## src/rtl/stp_pkg.sv

```systemverilog
`default_nettype none
package stp_pkg;

  localparam int PER_W = 21;
  localparam logic [19:0] PERIOD_SAT = 20'hFFFFF;
  localparam logic [14:0] FREQ_SAT = 15'h7FFF;

  typedef enum logic [1:0] {
    CMD_TICK = 2'd0,
    CMD_POS  = 2'd1,
    CMD_VEL  = 2'd2,
    CMD_LOAD = 2'd3
  } cmd_e;

  typedef enum logic [1:0] {
    PH_STOP   = 2'd0,
    PH_ACCEL  = 2'd1,
    PH_DECEL  = 2'd2,
    PH_CRUISE = 2'd3
  } phase_e;

  typedef enum logic [1:0] {
    ERR_NONE   = 2'd0,
    ERR_MAXSPD = 2'd1,
    ERR_STEP   = 2'd2
  } err_e;

  typedef enum logic {
    CFG_START_SPEED = 1'b0,
    CFG_ACCEL       = 1'b1
  } cfg_e;

  typedef enum logic [12:0] {
    S_IDLE   = 13'b0000000000001,
    S_EXEC   = 13'b0000000000010,
    S_PTICK  = 13'b0000000000100,
    S_PPHASE = 13'b0000000001000,
    S_PDIV   = 13'b0000000010000,
    S_P1     = 13'b0000000100000,
    S_P2     = 13'b0000001000000,
    S_P3     = 13'b0000010000000,
    S_P4     = 13'b0000100000000,
    S_V1     = 13'b0001000000000,
    S_V2     = 13'b0010000000000,
    S_FREQ   = 13'b0100000000000,
    S_DONE   = 13'b1000000000000
  } state_e;

endpackage
`default_nettype wire

```

## src/rtl/stepper_trapezoid_ramp_generator.sv

```systemverilog
`default_nettype none
// Requests use a serial divider with a W-bit dividend, W = max(16, bits of TICKS_PER_SECOND).
// A position start takes four serial divisions, a velocity start three, a position tick two,
// other commands at most one; each division holds its state until the divider is done.
// One request at a time; the next is accepted from the cycle after the result is posted,
// and a result left waiting holds the following one in its last state.
// Reset: asynchronous, active low; position mode, stopped, forward, all counts zero.
module stepper_trapezoid_ramp_generator import stp_pkg::*; #(
  parameter int TICKS_PER_SECOND = 1000000
) (
  input  wire logic        clk_i,
  input  wire logic        rst_ni,
  input  wire logic        cfg_we_i,
  input  wire logic        cfg_index_i,
  input  wire logic [14:0] cfg_data_i,
  input  wire logic        in_valid_i,
  output logic             in_ready_o,
  input  wire logic [1:0]  command_i,
  input  wire logic [31:0] position_value_i,
  input  wire logic [15:0] max_speed_hz_i,
  output logic             out_valid_o,
  input  wire logic        out_ready_i,
  output logic [20:0]      step_period_o,
  output logic [15:0]      step_rate_o,
  output logic [31:0]      position_o,
  output logic [1:0]       motion_phase_o,
  output logic             running_o,
  output logic             in_position_o,
  output logic             direction_o,
  output logic [1:0]       error_o
);

  localparam int TpsW = $clog2(TICKS_PER_SECOND + 1);
  localparam int DivW = (TpsW > 16) ? TpsW : 16;
  localparam logic [DivW-1:0] Tps = DivW'(TICKS_PER_SECOND);

  function automatic logic [20:0] neg21(input logic [20:0] x);
    neg21 = 21'(0) - x;
  endfunction

  function automatic logic [20:0] abs21(input logic [20:0] x);
    abs21 = x[20] ? 21'(0) - x : x;
  endfunction

  function automatic logic [31:0] dist_dir(input logic [31:0] to, input logic [31:0] from,
                                           input logic fwd);
    logic [31:0] d;
    d = to - from;
    dist_dir = fwd ? d : 32'(0) - d;
  endfunction

  function automatic logic [19:0] psat(input logic [DivW-1:0] q);
    logic [31:0] w;
    w = 32'(q);
    psat = (w > 32'(PERIOD_SAT)) ? PERIOD_SAT : w[19:0];
  endfunction

  state_e      state_q, state_d;
  cmd_e        cmd_q, cmd_d;
  logic [31:0] posv_q, posv_d;
  logic [15:0] maxv_q, maxv_d;
  logic [14:0] fl_q, fl_d, acc_q, acc_d;
  logic [31:0] step_q, step_d, goal_q, goal_d, orig_q, orig_d;
  logic [20:0] per_q, per_d, maxp_q, maxp_d;
  logic [19:0] startp_q, startp_d;
  logic [15:0] prof_q, prof_d, ramp_q, ramp_d, mag_q, mag_d, r_q, r_d, freq_q, freq_d;
  logic [31:0] prog_q, prog_d;
  logic [32:0] lim_q, lim_d;
  logic        vel_q, vel_d, run_q, run_d, inpos_q, inpos_d, fwd_q, fwd_d, dbusy_q, dbusy_d;
  phase_e      phase_q, phase_d;
  err_e        err_q, err_d;
  logic        ov_q, ov_d;
  logic [20:0] o_per_q;
  logic [15:0] o_freq_q;
  logic [31:0] o_pos_q;
  logic [1:0]  o_ph_q, o_err_q;
  logic        o_run_q, o_inpos_q, o_dir_q, o_load;

  logic             div_start, div_done;
  logic [DivW-1:0]  div_dvd, quot;
  logic [PER_W-1:0] div_dsr;

  stp_div #(.DivW(DivW)) u_div (
    .clk_i      (clk_i),
    .rst_ni     (rst_ni),
    .start_i    (div_start),
    .dividend_i (div_dvd),
    .divisor_i  (div_dsr),
    .done_o     (div_done),
    .quot_o     (quot)
  );

  always_comb begin
    div_dvd = Tps;
    div_dsr = '0;
    unique case (state_q)
      S_P1, S_V2: div_dsr = 21'(mag_q);
      S_P2, S_V1: div_dsr = 21'(fl_q);
      S_P3: begin
        div_dvd = DivW'(mag_q - 16'(fl_q));
        div_dsr = 21'(acc_q);
      end
      S_PDIV:     div_dsr = 21'(prof_q);
      S_FREQ:     div_dsr = abs21(per_q);
      default:    div_dsr = '0;
    endcase
  end

  always_comb begin
    logic        t_pos, t_neg, c_pos, c_neg;
    logic [20:0] cur, fhp, flp, sum;
    logic [21:0] dif;
    logic [16:0] sa;
    logic [17:0] sd;
    logic [15:0] s;
    logic [31:0] span, wq;
    state_d  = state_q;
    cmd_d    = cmd_q;
    posv_d   = posv_q;
    maxv_d   = maxv_q;
    fl_d     = fl_q;
    acc_d    = acc_q;
    step_d   = step_q;
    goal_d   = goal_q;
    orig_d   = orig_q;
    per_d    = per_q;
    maxp_d   = maxp_q;
    startp_d = startp_q;
    prof_d   = prof_q;
    ramp_d   = ramp_q;
    mag_d    = mag_q;
    r_d      = r_q;
    freq_d   = freq_q;
    prog_d   = prog_q;
    lim_d    = lim_q;
    vel_d    = vel_q;
    run_d    = run_q;
    inpos_d  = inpos_q;
    fwd_d    = fwd_q;
    phase_d  = phase_q;
    err_d    = err_q;
    dbusy_d  = dbusy_q;
    ov_d     = ov_q;
    o_load   = 1'b0;
    div_start = 1'b0;
    t_pos = !maxp_q[20] && (maxp_q != '0);
    t_neg = maxp_q[20];
    c_pos = !per_q[20] && (per_q != '0);
    c_neg = per_q[20];
    cur   = abs21(per_q);
    fhp   = abs21(maxp_q);
    flp   = 21'(startp_q);
    sum   = '0;
    dif   = '0;
    sa    = '0;
    sd    = '0;
    s     = prof_q;
    span  = dist_dir(goal_q, orig_q, fwd_q);
    wq    = 32'(quot);

    if (cfg_we_i) begin
      unique case (cfg_index_i)
        CFG_START_SPEED: fl_d  = cfg_data_i;
        CFG_ACCEL:       acc_d = cfg_data_i;
        default:         fl_d  = fl_q;
      endcase
    end
    if (out_valid_o && out_ready_i) ov_d = 1'b0;

    unique case (state_q)
      S_IDLE: begin
        if (in_valid_i) begin
          cmd_d   = cmd_e'(command_i);
          posv_d  = position_value_i;
          maxv_d  = max_speed_hz_i;
          state_d = S_EXEC;
        end
      end
      S_EXEC: begin
        state_d = S_FREQ;
        unique case (cmd_q)
          CMD_TICK: begin
            if (run_q && !vel_q) begin
              step_d  = fwd_q ? step_q + 32'd1 : step_q - 32'd1;
              state_d = S_PTICK;
            end else if (run_q) begin
              if ((!t_pos && !t_neg) || flp == '0 || acc_q == '0) begin
                if (!t_pos && !t_neg && (c_pos || c_neg) && cur < flp && flp != '0
                    && acc_q != '0) begin
                  sum = cur + 21'(acc_q);
                  if (sum > flp) sum = flp;
                  per_d = c_neg ? neg21(sum) : sum;
                end else begin
                  per_d   = '0;
                  run_d   = 1'b0;
                  phase_d = PH_STOP;
                end
              end else begin
                if (!c_pos && !c_neg) begin
                  c_pos = t_pos;
                  c_neg = t_neg;
                  cur   = flp;
                end
                if (c_pos != t_pos) begin
                  phase_d = PH_DECEL;
                  if (cur < flp) begin
                    sum = cur + 21'(acc_q);
                    cur = (sum > flp) ? flp : sum;
                  end else begin
                    c_pos = t_pos;
                    c_neg = t_neg;
                    cur   = flp;
                  end
                end else if (cur > fhp) begin
                  phase_d = PH_ACCEL;
                  dif = {1'b0, cur} - 22'(acc_q);
                  cur = (dif[21] || dif[20:0] < fhp) ? fhp : dif[20:0];
                end else if (cur < fhp) begin
                  phase_d = PH_DECEL;
                  sum = cur + 21'(acc_q);
                  cur = (sum > fhp) ? fhp : sum;
                end else begin
                  phase_d = PH_CRUISE;
                end
                per_d  = c_neg ? neg21(cur) : cur;
                step_d = c_pos ? step_q + 32'd1 : step_q - 32'd1;
                fwd_d  = c_pos;
              end
            end
          end
          CMD_POS: begin
            if (maxv_q == '0) begin
              err_d = ERR_MAXSPD;
            end else if (acc_q == '0) begin
              err_d = ERR_STEP;
            end else begin
              err_d   = ERR_NONE;
              inpos_d = 1'b0;
              vel_d   = 1'b0;
              mag_d   = maxv_q[15] ? 16'(0) - maxv_q : maxv_q;
              goal_d  = posv_q;
              orig_d  = step_q;
              state_d = S_P1;
            end
          end
          CMD_VEL: begin
            if (acc_q == '0) begin
              err_d = ERR_STEP;
            end else begin
              err_d   = ERR_NONE;
              inpos_d = 1'b0;
              vel_d   = 1'b1;
              mag_d   = maxv_q[15] ? 16'(0) - maxv_q : maxv_q;
              state_d = S_V1;
            end
          end
          CMD_LOAD: step_d = posv_q;
          default:  step_d = step_q;
        endcase
      end
      S_PTICK: begin
        if (step_q == goal_q) begin
          per_d   = '0;
          run_d   = 1'b0;
          phase_d = PH_STOP;
          inpos_d = 1'b1;
          state_d = S_FREQ;
        end else begin
          prog_d  = dist_dir(step_q, orig_q, fwd_q);
          lim_d   = {1'b0, span} - 33'(ramp_q);
          state_d = S_PPHASE;
        end
      end
      S_PPHASE: begin
        state_d = S_PDIV;
        if (prog_q < 32'(ramp_q)) begin
          phase_d = PH_ACCEL;
          sa = {1'b0, prof_q} + 17'(acc_q);
          s  = (sa > 17'(mag_q)) ? mag_q : sa[15:0];
        end else if ($signed({1'b0, prog_q}) >= $signed(lim_q)) begin
          phase_d = PH_DECEL;
          sd = {2'b0, prof_q} - 18'(acc_q);
          s  = ($signed(sd) < $signed({3'b0, fl_q})) ? 16'(fl_q) : sd[15:0];
        end else begin
          phase_d = PH_CRUISE;
          state_d = S_FREQ;
        end
        prof_d = s;
      end
      S_PDIV: begin
        if (prof_q == '0) begin
          per_d   = '0;
          state_d = S_FREQ;
        end else if (!dbusy_q) begin
          div_start = 1'b1;
          dbusy_d   = 1'b1;
        end else if (div_done) begin
          dbusy_d = 1'b0;
          per_d   = fwd_q ? 21'(psat(quot)) : neg21(21'(psat(quot)));
          state_d = S_FREQ;
        end
      end
      S_P1, S_V2: begin
        if (mag_q == '0) begin
          maxp_d  = '0;
          state_d = (state_q == S_P1) ? S_P2 : S_DONE;
        end else if (!dbusy_q) begin
          div_start = 1'b1;
          dbusy_d   = 1'b1;
        end else if (div_done) begin
          dbusy_d = 1'b0;
          maxp_d  = 21'(psat(quot));
          if (state_q == S_V2 && maxv_q[15]) maxp_d = neg21(21'(psat(quot)));
          state_d = (state_q == S_P1) ? S_P2 : S_DONE;
        end
        if (state_q == S_V2 && state_d == S_DONE) begin
          state_d = S_FREQ;
          if (maxv_q != '0 && !run_q) begin
            run_d   = 1'b1;
            phase_d = PH_ACCEL;
            per_d   = maxv_q[15] ? neg21(21'(startp_q)) : 21'(startp_q);
          end
        end
      end
      S_P2, S_V1: begin
        if (fl_q == '0) begin
          startp_d = '0;
          state_d  = (state_q == S_P2) ? S_P3 : S_V2;
        end else if (!dbusy_q) begin
          div_start = 1'b1;
          dbusy_d   = 1'b1;
        end else if (div_done) begin
          dbusy_d  = 1'b0;
          startp_d = psat(quot);
          state_d  = (state_q == S_P2) ? S_P3 : S_V2;
        end
      end
      S_P3: begin
        if (!dbusy_q) begin
          if (step_q == goal_q) begin
            per_d   = '0;
            run_d   = 1'b0;
            phase_d = PH_STOP;
            inpos_d = 1'b1;
            state_d = S_FREQ;
          end else begin
            fwd_d  = $signed(step_q) < $signed(goal_q);
            prof_d = 16'(fl_q);
            if (mag_q > 16'(fl_q)) begin
              div_start = 1'b1;
              dbusy_d   = 1'b1;
            end else begin
              r_d     = 16'd1;
              state_d = S_P4;
            end
          end
        end else if (div_done) begin
          dbusy_d = 1'b0;
          r_d     = (wq == '0) ? 16'd1 : wq[15:0];
          state_d = S_P4;
        end
      end
      S_P4: begin
        ramp_d  = ({16'd0, r_q, 1'b0} > {1'b0, span}) ? span[16:1] : r_q;
        per_d   = fwd_q ? 21'(startp_q) : neg21(21'(startp_q));
        run_d   = 1'b1;
        phase_d = PH_ACCEL;
        state_d = S_FREQ;
      end
      S_FREQ: begin
        if (per_q == '0) begin
          freq_d  = '0;
          state_d = S_DONE;
        end else if (!dbusy_q) begin
          div_start = 1'b1;
          dbusy_d   = 1'b1;
        end else if (div_done) begin
          dbusy_d = 1'b0;
          freq_d  = (wq > 32'(FREQ_SAT)) ? 16'(FREQ_SAT) : wq[15:0];
          if (per_q[20]) freq_d = 16'(0) - freq_d;
          state_d = S_DONE;
        end
      end
      S_DONE: begin
        if (!ov_q || out_ready_i) begin
          o_load  = 1'b1;
          ov_d    = 1'b1;
          state_d = S_IDLE;
        end
      end
      default: state_d = S_IDLE;
    endcase
  end

  always_ff @(posedge clk_i or negedge rst_ni) begin
    if (!rst_ni) begin
      state_q  <= S_IDLE;
      fl_q     <= '0;
      acc_q    <= '0;
      step_q   <= '0;
      goal_q   <= '0;
      orig_q   <= '0;
      per_q    <= '0;
      maxp_q   <= '0;
      startp_q <= '0;
      prof_q   <= '0;
      ramp_q   <= '0;
      mag_q    <= '0;
      freq_q   <= '0;
      vel_q    <= 1'b0;
      run_q    <= 1'b0;
      inpos_q  <= 1'b0;
      fwd_q    <= 1'b1;
      phase_q  <= PH_STOP;
      err_q    <= ERR_NONE;
      dbusy_q  <= 1'b0;
      ov_q     <= 1'b0;
    end else begin
      state_q  <= state_d;
      fl_q     <= fl_d;
      acc_q    <= acc_d;
      step_q   <= step_d;
      goal_q   <= goal_d;
      orig_q   <= orig_d;
      per_q    <= per_d;
      maxp_q   <= maxp_d;
      startp_q <= startp_d;
      prof_q   <= prof_d;
      ramp_q   <= ramp_d;
      mag_q    <= mag_d;
      freq_q   <= freq_d;
      vel_q    <= vel_d;
      run_q    <= run_d;
      inpos_q  <= inpos_d;
      fwd_q    <= fwd_d;
      phase_q  <= phase_d;
      err_q    <= err_d;
      dbusy_q  <= dbusy_d;
      ov_q     <= ov_d;
    end
  end

  always_ff @(posedge clk_i) begin
    cmd_q  <= cmd_d;
    posv_q <= posv_d;
    maxv_q <= maxv_d;
    r_q    <= r_d;
    prog_q <= prog_d;
    lim_q  <= lim_d;
    if (o_load) begin
      o_per_q   <= per_q;
      o_freq_q  <= freq_q;
      o_pos_q   <= step_q;
      o_ph_q    <= phase_q;
      o_run_q   <= run_q;
      o_inpos_q <= inpos_q;
      o_dir_q   <= fwd_q;
      o_err_q   <= err_q;
    end
  end

  assign in_ready_o     = (state_q == S_IDLE);
  assign out_valid_o    = ov_q;
  assign step_period_o  = o_per_q;
  assign step_rate_o    = o_freq_q;
  assign position_o     = o_pos_q;
  assign motion_phase_o = o_ph_q;
  assign running_o      = o_run_q;
  assign in_position_o  = o_inpos_q;
  assign direction_o    = o_dir_q;
  assign error_o        = o_err_q;

endmodule
`default_nettype wire

```

## src/rtl/stp_div.sv

```systemverilog
`default_nettype none
module stp_div import stp_pkg::*; #(
  parameter int DivW = 27
) (
  input  wire logic             clk_i,
  input  wire logic             rst_ni,
  input  wire logic             start_i,
  input  wire logic [DivW-1:0]  dividend_i,
  input  wire logic [PER_W-1:0] divisor_i,
  output logic                  done_o,
  output logic [DivW-1:0]       quot_o
);

  localparam int CntW = $clog2(DivW + 1);

  logic [DivW-1:0]  dvd_q, dvd_d;
  logic [PER_W-1:0] rem_q, rem_d;
  logic [CntW-1:0]  cnt_q, cnt_d;
  logic             busy_q, busy_d, done_q, done_d;
  logic [PER_W:0]   remsh;
  logic             qbit;

  always_comb begin
    dvd_d  = dvd_q;
    rem_d  = rem_q;
    cnt_d  = cnt_q;
    busy_d = busy_q;
    done_d = 1'b0;
    remsh  = {rem_q, dvd_q[DivW-1]};
    qbit   = remsh >= {1'b0, divisor_i};
    if (start_i) begin
      dvd_d  = dividend_i;
      rem_d  = '0;
      cnt_d  = CntW'(DivW);
      busy_d = 1'b1;
    end else if (busy_q) begin
      rem_d = qbit ? PER_W'(remsh - {1'b0, divisor_i}) : remsh[PER_W-1:0];
      dvd_d = {dvd_q[DivW-2:0], qbit};
      cnt_d = cnt_q - CntW'(1);
      if (cnt_q == CntW'(1)) begin
        busy_d = 1'b0;
        done_d = 1'b1;
      end
    end
  end

  always_ff @(posedge clk_i or negedge rst_ni) begin
    if (!rst_ni) begin
      cnt_q  <= '0;
      busy_q <= 1'b0;
      done_q <= 1'b0;
    end else begin
      cnt_q  <= cnt_d;
      busy_q <= busy_d;
      done_q <= done_d;
    end
  end

  always_ff @(posedge clk_i) begin
    dvd_q <= dvd_d;
    rem_q <= rem_d;
  end

  assign done_o = done_q;
  assign quot_o = dvd_q;

endmodule
`default_nettype wire

```

## config.mk

```make
export PLATFORM = sky130hd
export DESIGN_NAME = stepper_trapezoid_ramp_generator
export DESIGN_NICKNAME = d
export VERILOG_FILES = /design/src/rtl/stp_pkg.sv /design/src/rtl/stepper_trapezoid_ramp_generator.sv /design/src/rtl/stp_div.sv
export SDC_FILE = /design/constraint.sdc
export NUM_CORES = 2
export LEC_CHECK = 0
export BUFFER_PORTS_ARGS = -buffer_cell sky130_fd_sc_hd__buf_4
export CAP_MARGIN = 20
export CORE_MARGIN = 2
export CORE_UTILIZATION = 30
export DETAILED_ROUTE_END_ITERATION = 6
export SYNTH_ARGS = -nofsm -noshare
export SYNTH_HDL_FRONTEND = slang
export SYNTH_SLANG_ARGS = --single-unit
```

## constraint.sdc

```tcl
create_clock -name clk_i -period 11.1 [get_ports clk_i]
set_input_delay 0.555 -clock clk_i [delete_from_list [all_inputs] [get_ports clk_i]]
set_output_delay 0.555 -clock clk_i [all_outputs]
set_load 0.05 [all_outputs]
```

==> results.tsv <==
stage	metric	value	unit
synthesis	synth_cell_type_count	123	
power	p_clk_frac	0.133	
power	pwr-share-comb	0.702	
critical_path	required	11.63	ns
placed_design	place_inst	7375	
route	wirelength	182600	um
synthesis	ys_seq_area_frac	0.3128	
die	start_util	0.3016	
die	placementRows	143	
critical_path	path_max_fanout	22	
timing	rsz0062_at_grt	false	
synthesis	async_flop_share	0.5321	
clock_network	cts_resized	0	
synthesis	synthesis.nets	5851	
route	num_vias	42650	
clock_network	clock_sinks	530	
finish	layout_common_cells	473 x ha_1, 443 x nand2_1, 399 x o21ai_0, 377 x nor2_1, 348 x inv_1	
power	power.internal	0.008966	W
die	die-area	155500	sq um
grt	grt_max_degree	138	
finish	syn2layout_area_growth	15.05	%
outcome	status	finished, violations left	
clock_network	cts_inserted_buffers	70	
grt	first_global_vias	39850	
critical_path	cp.arrival	10.63	ns
critical_path	crit_path_top_delay_cell	or4b_1	
timing	fin_crit_sh	0.9095	
critical_path	cpLargestDelayFamily	simple AND/OR/NAND/NOR gates	
finish	mostFrequentLayoutCell	ha_1	
clock_network	path_clk_slew	0.08	ns
finish	nets	6019	
timing	hold_viol	0	
timing	worst_pin_slew	1.191	ns
synthesis	ys.flop_type	dfrtp_1	
die	die_h	394.3	um
timing	tns	0	ns
grt	grt_pass1_wl	267000	um
critical_path	cpMostUsedCell	ha_1	
synthesis	synth_area	45710	sq um
clock_network	insertion_delay	0.70	ns
placed_design	place_congestion	0.9708	
placed_design	dp_hpwl	142600	um
grt	antenna_found_initial	2	
synthesis	synth.largest_area_cell	dfrtp_1	
outcome	violations	DRC	
critical_path	cp-end-kind	register	
critical_path	critPathKind	reg -> reg	
synthesis	yosysWarningCount	0	
power	power.density	349.6	nW/um^2
timing	skew	0.04800	ns
power	peakVddDrop	0.3265	mV
route	drc	10	
power	pwr-share-seq	0.165	
die	io_pins	149	
placed_design	io_buffers	148	
route	via_per_inst	5.645	
synthesis	netlist.area_leader.share	0.1533	
critical_path	slowest_delay	0.66	ns
synthesis	synth_edf_count	227	
die	dieWidth	394.3	um
synthesis	synth_area_leaders	dfrtp_1 15%, edfxtp_1 15%, ha_1 13%	
finish	fillCellCount	15630	
route	drt_iter0_drc	4360	
die	coreArea	151500	sq um
timing	finalSetupViolations	0	
finish	final_layout_size_suffix_gt1_frac	0.1059	
power	power	0.01838	W
clock_network	cts_tree	done	
critical_path	path_buf_inv	4	
clock_network	cts_max_path_buffers	3	
route	firstDrtPassIters	7	
grt	grt_usage	0.2268	
power	netSwitchingFraction	0.5123	
route	wl_per_cell	24.17	um
timing	max_freq	0.09906	GHz
flow_run	drv_cap	0	
timing	finalWorstPathRequiredPeriod	10.10	ns
timing	report.final.slew_viol_count	0	
synthesis	synthCells	5297	
power	leakage	21.82	nW
timing	maxSlewHeadroom	0.1976	
grt	grt-ovfl-total	0	
route	ant_nets	0	
power	net-switching-power	0.009417	W
clock_network	root_buffer	clkbuf_16	
finish	fin_cells	7555	
critical_path	start_kind	register	
worst_hold_path	hold_path.class	in -> reg	
clock_network	htreeDepth	3	
synthesis	synth.avg_cell_area	8.628	sq um
synthesis	ys_seq_elements	530	
## final cells by class
type                    count  area (sq um)  share of cell area
inverters                 355          1333             0.02534
repair buffers            350          2768             0.05263
clock inverters            39         539.3             0.01026
well taps                2030          2540             0.04830
clock buffers              91          1902             0.03617
diodes                      2         5.005          0.00009518
multi-input cells        4158         29200              0.5553
flip-flops and latches    530         14300              0.2719
## repair_timing
item                      CTS  global route
hold buffers               48             0
hold endpoints to repair  127             0
setup buffers               0             0
## per-layer routing
layer	up-vias	track usage	routed length, um
met3	344	0.04203	14030
met2	1743	0.3517	80320
met4	2	0.09496	8207
met1	20720	0.3085	80050
met5	-	0	13
li1	19840	-	-
## cells in the mapped netlist (15+ instances only)
master	instances
a21o_1	95
clkbuf_1	224
and2_1	35
nor2_1	382
o41ai_1	18
xnor2_1	235
nor2b_1	65
and3_1	52
inv_1	348
o31a_1	15
or4_1	21
a21oi_1	341
nor3_1	142
o21a_1	64
edfxtp_1	227
mux2i_1	82
a211oi_1	45
or3_1	45
a221oi_1	33
nand2b_1	56
nand4_1	82
nand3_1	120
dfxtp_1	21
o21ai_0	400
a22o_1	49
nor3b_1	26
o211ai_1	40
a31oi_1	65
a22oi_1	34
a211o_1	17
mux2_2	50
o21bai_1	27
xor2_1	125
o22ai_1	30
nand2_1	443
a222oi_1	16
nor4_1	55
o21ai_1	32
o31ai_1	50
ha_1	473
or2_2	36
dfrtp_1	280
## power groups by stage
stage / Clock [W] / Sequential [W] / Combinational [W]
final: 0.00244 / 0.00303 / 0.0129
after global routing: 0.00256 / 0.00306 / 0.0140
after floorplan: 0 / 0.00287 / 0.00889
after detailed placement: 0 / 0.00306 / 0.0126
after global placement: 0 / 0.00305 / 0.0125
after CTS: 0.00250 / 0.00302 / 0.0127
## stage by stage
step / hold slack, ns / instance area [sq um] / util / setup WS [ns]
2_1_floorplan: 0.2594 / 45710 / - / 2.871
3_3_place_gp: 0.4394 / 49650 / 0.3276 / 1.357
3_5_place_dp: 0.4355 / 49660 / 0.3277 / 1.154
4_1_cts: 0.001121 / 52580 / 0.3470 / 1.108
5_1_grt: 0.04165 / 52580 / 0.3470 / 0.4561
6_report: 0.06067 / 52580 / 0.3470 / 1.005
## logic make-up after synthesis
kind of cell | synth area share
and+or+nand+nor | 0.1792
AOI/OAI and AO/OA | 0.2228
buffers and inverters | 0.05106
DFF | 0.3128
adders and majority gates | 0.1339
xor gates and xnor gates | 0.06948
muxes | 0.03077
## flip-flops by register name (all words and copies together) (netlist names), 5 cells and up
name,cells
ramp_q,16
position_o,32
lim_q,33
step_q,32
startp_q,20
orig_q,32
u_div.quot_o,20
goal_q,32
prog_q,32
step_rate_o,16
mag_q,16
step_period_o,21
maxv_q,16
per_q,21
freq_q,16
acc_q,15
fl_q,15
r_q,16
maxp_q,21
state_q,13
u_div.rem_q,21
u_div.cnt_q,5
prof_q,16
posv_q,32
## worst paths after layout
path	from	to	slack (ns)	depth (start not counted)
max	per_q[0]	per_q[18]	1.00	33
min reg2reg	freq_q[3]	step_rate_o[3]	0.45	0
max in group asynchronous	rst_ni	acc_q[3]	9.09	3
min	max_speed_hz_i[7]	maxv_q[7]	0.06	1
min in group asynchronous	rst_ni	freq_q[15]	0.52	2
max reg2reg	per_q[0]	per_q[18]	1.00	33
(Power assumes the default switching activity.)
